<file path="config.mk">
export PLATFORM = sky130hd
export DESIGN_NAME = pwli_ctrl
export DESIGN_NICKNAME = d
export VERILOG_FILES = /design/src/pwli_pkg.sv /design/src/pwli_ctrl.sv
export SDC_FILE = /design/constraint.sdc
export NUM_CORES = 1
export LEC_CHECK = 0
export ABC_AREA = 0
export BUFFER_PORTS_ARGS = -buffer_cell sky130_fd_sc_hd__buf_2
export CORE_UTILIZATION = 45
export CTS_BUF_LIST = sky130_fd_sc_hd__clkbuf_4 sky130_fd_sc_hd__clkbuf_8
export DETAILED_ROUTE_END_ITERATION = 16
export HOLD_SLACK_MARGIN = 0.06
export PLACE_DENSITY = 0.79
export SYNTH_ARGS = -nofsm -noshare
export SYNTH_HDL_FRONTEND = slang
export SYNTH_SLANG_ARGS = --single-unit
</file>
<file path="constraint.sdc">
create_clock -name i_clk -period 2.93 [get_ports i_clk]
set_input_delay 0 -clock i_clk [delete_from_list [all_inputs] [get_ports i_clk]]
set_output_delay 0 -clock i_clk [all_outputs]
set_load 0.03 [all_outputs]
</file>
<file path="src/pwli_pkg.sv">
package pwli_pkg;

    // Item kinds.
    localparam logic [1:0] KIND_CLEAR = 2'd0;
    localparam logic [1:0] KIND_LOAD  = 2'd1;
    localparam logic [1:0] KIND_QUERY = 2'd2;

    // Result status codes.
    localparam logic [2:0] ST_INTERP  = 3'd0;
    localparam logic [2:0] ST_LOW     = 3'd1;
    localparam logic [2:0] ST_HIGH    = 3'd2;
    localparam logic [2:0] ST_EMPTY   = 3'd3;
    localparam logic [2:0] ST_STORED  = 3'd4;
    localparam logic [2:0] ST_DROPPED = 3'd5;
    localparam logic [2:0] ST_CLEARED = 3'd6;

    typedef struct packed {
        logic [1:0]         kind;
        logic [31:0]        time_value;
        logic signed [31:0] pressure_value;
    } t_in_item;

    typedef struct packed {
        logic signed [31:0] pressure_out;
        logic [2:0]         status;
    } t_out_item;

    typedef enum logic [3:0] {
        S_IDLE,
        S_RD_FIRST,
        S_CHK_FIRST,
        S_RD_LAST,
        S_CHK_LAST,
        S_SCAN_RD,
        S_SCAN_CHK,
        S_MUL,
        S_DIV,
        S_FINISH,
        S_DIV_STEP,
        S_DIV_OUT,
        S_OUT
    } t_state;

    // Controller to datapath commands.
    typedef struct packed {
        logic load_item;   // capture the input item
        logic rd_req;      // issue a memory read at the selected address
        logic rd_sel_last; // 0: read at index, 1: read at count-1
        logic cap_first;   // capture read data as first entry
        logic cap_last;    // capture read data as last entry
        logic cap_lo;      // capture read data as segment low end
        logic cap_hi;      // capture read data as segment high end
        logic idx_rst;     // index := 0
        logic idx_inc;     // index += 1
        logic wr_en;       // append the item to the table
        logic cnt_clr;     // empty the table
        logic mul_start;
        logic div_start;
        logic div_step;
        logic set_res;     // result from the selector below
        logic [2:0] res_sel;
    } t_ctrl;

    localparam logic [2:0] RES_ZERO   = 3'd0;
    localparam logic [2:0] RES_FIRST  = 3'd1;
    localparam logic [2:0] RES_LAST   = 3'd2;
    localparam logic [2:0] RES_LO     = 3'd3;
    localparam logic [2:0] RES_INTERP = 3'd4;

    // Datapath to controller status.
    typedef struct packed {
        logic empty;
        logic full;
        logic single;
        logic le_first;   // t <= first time
        logic ge_last;    // t >= last time
        logic in_seg;     // lo <= t <= hi
        logic scan_end;   // index reached count - 1
        logic span_zero;
        logic mul_done;
        logic div_done;
    } t_stat;

endpackage

</file>
<file path="src/pwli_ctrl.sv">
module pwli_ctrl (
    input  logic              i_clk,
    input  logic              i_rst_n,
    input  logic              i_valid,
    output logic              o_ready,
    input  logic [1:0]        i_kind,
    output logic              o_valid,
    input  logic              i_ready,
    output logic [2:0]        o_status,
    input  pwli_pkg::t_stat   i_stat,
    output pwli_pkg::t_ctrl   o_ctrl
);
    import pwli_pkg::*;

    t_state r_state, n_state;
    logic [2:0] r_status, n_status;
    logic r_valid, n_valid;

    always_ff @(posedge i_clk) begin
        if (!i_rst_n) begin
            r_state  <= S_IDLE;
            r_status <= ST_CLEARED;
            r_valid  <= 1'b0;
        end else begin
            r_state  <= n_state;
            r_status <= n_status;
            r_valid  <= n_valid;
        end
    end

    assign o_ready  = (r_state == S_IDLE) && !r_valid;
    assign o_valid  = r_valid;
    assign o_status = r_status;

    // Next state and datapath commands.
    always_comb begin
        n_state  = r_state;
        n_status = r_status;
        n_valid  = r_valid;
        o_ctrl   = '0;
        if (r_valid && i_ready) begin
            n_valid = 1'b0;
        end
        case (r_state)
            S_IDLE: begin
                if (i_valid && o_ready) begin
                    o_ctrl.load_item = 1'b1;
                    o_ctrl.idx_rst   = 1'b1;
                    o_ctrl.set_res   = 1'b1;
                    o_ctrl.res_sel   = RES_ZERO;
                    if (i_kind[1]) begin
                        n_state = S_RD_FIRST;
                    end else if (i_kind == KIND_CLEAR) begin
                        o_ctrl.cnt_clr = 1'b1;
                        n_status = ST_CLEARED;
                        n_valid  = 1'b1;
                    end else begin
                        n_state = S_OUT;
                    end
                end
            end
            S_OUT: begin
                // Load: count and item are now settled.
                if (i_stat.full) begin
                    n_status = ST_DROPPED;
                end else begin
                    o_ctrl.wr_en = 1'b1;
                    n_status = ST_STORED;
                end
                n_valid = 1'b1;
                n_state = S_IDLE;
            end
            S_RD_FIRST: begin
                o_ctrl.idx_rst = 1'b1;
                o_ctrl.rd_req  = 1'b1;
                if (i_stat.empty) begin
                    n_status = ST_EMPTY;
                    n_valid  = 1'b1;
                    n_state  = S_IDLE;
                end else begin
                    n_state = S_CHK_FIRST;
                end
            end
            S_CHK_FIRST: begin
                o_ctrl.cap_first   = 1'b1;
                o_ctrl.cap_lo      = 1'b1;
                o_ctrl.rd_req      = 1'b1;
                o_ctrl.rd_sel_last = 1'b1;
                n_state = S_RD_LAST;
            end
            S_RD_LAST: begin
                if (i_stat.single || i_stat.le_first) begin
                    o_ctrl.set_res = 1'b1;
                    o_ctrl.res_sel = RES_FIRST;
                    n_status = ST_LOW;
                    n_valid  = 1'b1;
                    n_state  = S_IDLE;
                end else begin
                    o_ctrl.cap_last = 1'b1;
                    n_state = S_CHK_LAST;
                end
            end
            S_CHK_LAST: begin
                if (i_stat.ge_last) begin
                    o_ctrl.set_res = 1'b1;
                    o_ctrl.res_sel = RES_LAST;
                    n_status = ST_HIGH;
                    n_valid  = 1'b1;
                    n_state  = S_IDLE;
                end else begin
                    o_ctrl.idx_inc = 1'b1;
                    n_state = S_SCAN_RD;
                end
            end
            S_SCAN_RD: begin
                // Read entry at index (high end of the current segment).
                o_ctrl.rd_req = 1'b1;
                n_state = S_SCAN_CHK;
            end
            S_SCAN_CHK: begin
                o_ctrl.cap_hi = 1'b1;
                n_state = S_MUL;
            end
            S_MUL: begin
                if (i_stat.in_seg) begin
                    if (i_stat.span_zero) begin
                        o_ctrl.set_res = 1'b1;
                        o_ctrl.res_sel = RES_LO;
                        n_status = ST_INTERP;
                        n_valid  = 1'b1;
                        n_state  = S_IDLE;
                    end else begin
                        o_ctrl.mul_start = 1'b1;
                        n_state = S_DIV;
                    end
                end else if (i_stat.scan_end) begin
                    o_ctrl.set_res = 1'b1;
                    o_ctrl.res_sel = RES_LAST;
                    n_status = ST_HIGH;
                    n_valid  = 1'b1;
                    n_state  = S_IDLE;
                end else begin
                    // High end becomes the next low end.
                    o_ctrl.cap_lo  = 1'b1;
                    o_ctrl.idx_inc = 1'b1;
                    n_state = S_SCAN_RD;
                end
            end
            S_DIV: begin
                // Wait for the last partial product.
                if (i_stat.mul_done) begin
                    n_state = S_FINISH;
                end
            end
            S_FINISH: begin
                // Load the finished product into the divider.
                o_ctrl.div_start = 1'b1;
                n_state = S_DIV_STEP;
            end
            S_DIV_STEP: begin
                o_ctrl.div_step = 1'b1;
                if (i_stat.div_done) begin
                    n_state = S_DIV_OUT;
                end
            end
            S_DIV_OUT: begin
                o_ctrl.set_res = 1'b1;
                o_ctrl.res_sel = RES_INTERP;
                n_status = ST_INTERP;
                n_valid  = 1'b1;
                n_state  = S_IDLE;
            end
            default: begin
                n_state = S_IDLE;
            end
        endcase
    end

`ifndef NO_ASSERTIONS
    a_busy_not_ready: assert property (@(posedge i_clk) disable iff (!i_rst_n)
        (r_state != S_IDLE) |-> !o_ready) else $error("ready while busy");
    a_one_result: assert property (@(posedge i_clk) disable iff (!i_rst_n)
        (o_ready && i_valid) |=> !r_valid || (r_status == ST_CLEARED))
        else $error("result raised out of order");
    a_wr_single: assert property (@(posedge i_clk) disable iff (!i_rst_n)
        o_ctrl.wr_en |-> (r_state == S_OUT)) else $error("stray write");
`endif

endmodule

</file>
==> impl_metrics.csv <==
group,metric,value,unit
outcome,status,"finished clean",
clock_tree,postCtsSetupRepairBufs,0,
timing,finalCriticalPeriod,2.19,ns
timing,fin_setup_tns,0,ns
detailed_routing,via_per_inst,6.33,
layout,syn2layout_area_growth,25.6,%
global_routing,overflow,0,
power_and_ir_drop,irDropWorstVdd,0.490,mV
layout,nets,169,
detailed_routing,wirelength,2490,um
hold_path,hold_class,"in -> reg",
layout,final_util,63.4,%
clock_tree,clk_pin_slew,0.06,ns
die,die_w,44.1,um
clock_tree,ctsHtreeMaxLevel,1,
die,dieArea,1940,um2
timing,slew_viol_final,0,
synth,netlist.area_leader.share,20.1,%
place,dp_hpwl,1830,um
timing,hold_viol,0,
clock_tree,cts_root_buf,"clkbuf_4",
layout,diodes,0,
synth,synth-edff-count,0,
global_routing,grt_antenna_before_repair,0,
worst_setup_path,cp_data_arrival_time,2.19,ns
synth,ys_ff_latch,8,
synth,avgSynthCellArea,6.86,um2
synth,netlist_top_cells_count,"20 x nor2_1, 11 x nand2_1, 8 x dfxtp_1, 8 x o21ai_0, 7 x a21oi_1",
synth,synth_cell_type_count,46,
timing,fin_crit_sh,74.8,%
timing,whs,0.101,ns
place,pre_cts_ws,0.974,ns
layout,multi_input_area,582,um2
global_routing,grt_pass1_wl,4170,um
clock_tree,clock_latency,0.25,ns
global_routing,grt_max_degree,19,
layout,regArea,160,um2
synth,synthCells,116,
clock_tree,cts_made_buffers,3,
layout,drive_gt1_share,31.1,%
worst_setup_path,start_kind,"flop",
clock_tree,postCtsHoldBufs,1,
clock_tree,post_cts_resized,0,
synth,syn-num-nets,132,
synth,ys.flop_type,"dfxtp_1",
flow_run,cap_viol_max_count,0,
power_and_ir_drop,leakage,0.000488,uW
clock_tree,cts.sinks,8,
worst_setup_path,worst_setup_path_end_kind,"output pin",
worst_setup_path,path_class,"reg -> out",
timing,relSlewSlack,63.3,%
synth,syn_area,796,um2
die,start_util,50.5,%
detailed_routing,drc,0,
detailed_routing,vias,1057,
timing,fmaxAchievable,457,MHz
die,die-height,44.1,um
die,rows,14,
detailed_routing,dr.pass1.iters,6,
die,core_area,1580,um2
worst_setup_path,r2r_cells,5,
synth,yosys_warnings,0,
place,io_buffers,38,
hold_path,min_from,"i_stat[7]",
synth,yosysSeqAreaShare,20.1,%
hold_path,whs_path_depth,4,
detailed_routing,wl_per_cell,14.9,um
worst_setup_path,r2r-end,"o_status[0]",
power_and_ir_drop,pwr_density_cell,903,nW/um2
clock_tree,clk_path_buf_depth,2,
die,boundaryPins,39,
synth,synth_area_leader_cell,"dfxtp_1",
timing,rsz0062_at_grt,"false",
worst_setup_path,cp_max_fo,14,
detailed_routing,ant_nets,0,
worst_setup_path,r2r-start,"r_state[0]",
detailed_routing,dr.first_iter.drc_count,75,
global_routing,grt_pass1_vias,915,
global_routing,grt_use_total,28.2,%
timing,setup_ws,0.739,ns
synth,synthArstFlopShare,0,%
place,place.gp.congestion,0.944,
synth,yosysMostFrequentCell,"nor2_1",
worst_setup_path,cp.required,2.93,ns
synth,synth_area_leaders,"dfxtp_1 20%, nor2_1 9.4%, nand2_1 5.2%, o21ai_0 5.0%, a21oi_1 4.4%",
hold_path,hold_end,"r_state[2]",
timing,worstMarginPinSlew,0.549,ns
layout,num-fill-cells,156,
clock_tree,cts_tree,"built",
timing,setup_viol_count_final,0,
worst_setup_path,r2r_slack,0.92,ns
timing,skew,0.00146,ns
## flip-flops by register name, indices dropped and copies added (netlist names)
name,cells
o_status,3
o_valid,1
r_state,4
## stage by stage
stage | total power, uW | area [um2] | cells
after floorplan | 672 | 796 | 116
after global placement | 793 | 967 | 163
after detailed placement | 802 | 967 | 163
after CTS | 896 | 1000 | 167
after global routing | 974 | 1000 | 167
final | 903 | 1000 | 167
## cell usage in the layout (no fill, tap or decap), drive strengths merged, types with 2 or more instances in the layout
cell     instances
a211o            2
a211oi           2
a21o             2
a21oi            7
buf             38
clkbuf           3
dfxtp            8
inv              3
nand2           11
nand2b           3
nand3            2
nor2            20
nor2b            3
nor3             6
nor4             2
o211ai           2
o21ai            8
o2bb2ai          2
or3              2
## metal layers
metal	part of all wire [%]	wire [um]	GRT usage (%)	up-vias
met5	0	0	0	-
met4	2.4	60	15.8	0
met3	9.2	229	2.86	8
met2	45	1120	41.2	73
met1	44	1090	40.4	475
li1	-	-	-	501
## how the worst max path moves through the flow
stage                             end        from  cells after the start  slack (ns)
final                       o_ctrl[3]  r_state[3]                      5        0.74
after global routing        o_ctrl[3]  r_state[3]                      5        0.58
after CTS                   o_ctrl[3]  r_state[3]                      5        0.80
after detailed placement  o_status[0]  r_state[0]                      5        0.97
after global placement    o_status[1]  r_state[3]                      5        1.05
after floorplan               o_valid  r_state[1]                      6        1.06
## where the power goes
part	leakage (uW)	switching, uW	internal, uW	total (uW)
clock network	0.0000138	42.1	47.2	89.4
logic	0.000409	396	207	602
registers	0.0000657	68.2	143	211
## layout make-up
type,instances,share of cell area (%)
flip-flops and latches,8,16.0
well taps,16,2.00
repair buffers,39,20.0
multi-input cells,97,58.2
clock buffers,3,2.25
inverters,4,1.50
## cell families (layout without fill, tap and decap cells)
group	after synthesis	after routing	share of synthesized area [%]
fa+ha+maj	1	1	1.26
compound gates	38	38	34.8
flops	8	8	20.1
buf+inv	11	46	6.76
mux	1	1	1.26
simple gates	57	57	35.9
## worst max-delay path: stages, from the launching register on
cell	delay, ns
dfxtp_1	0.63
clkinv_1	0.41
nand2_1	0.34
nor2b_1	0.11
a211o_1	0.27
buf_2	0.17
(Power assumes the default switching activity.)
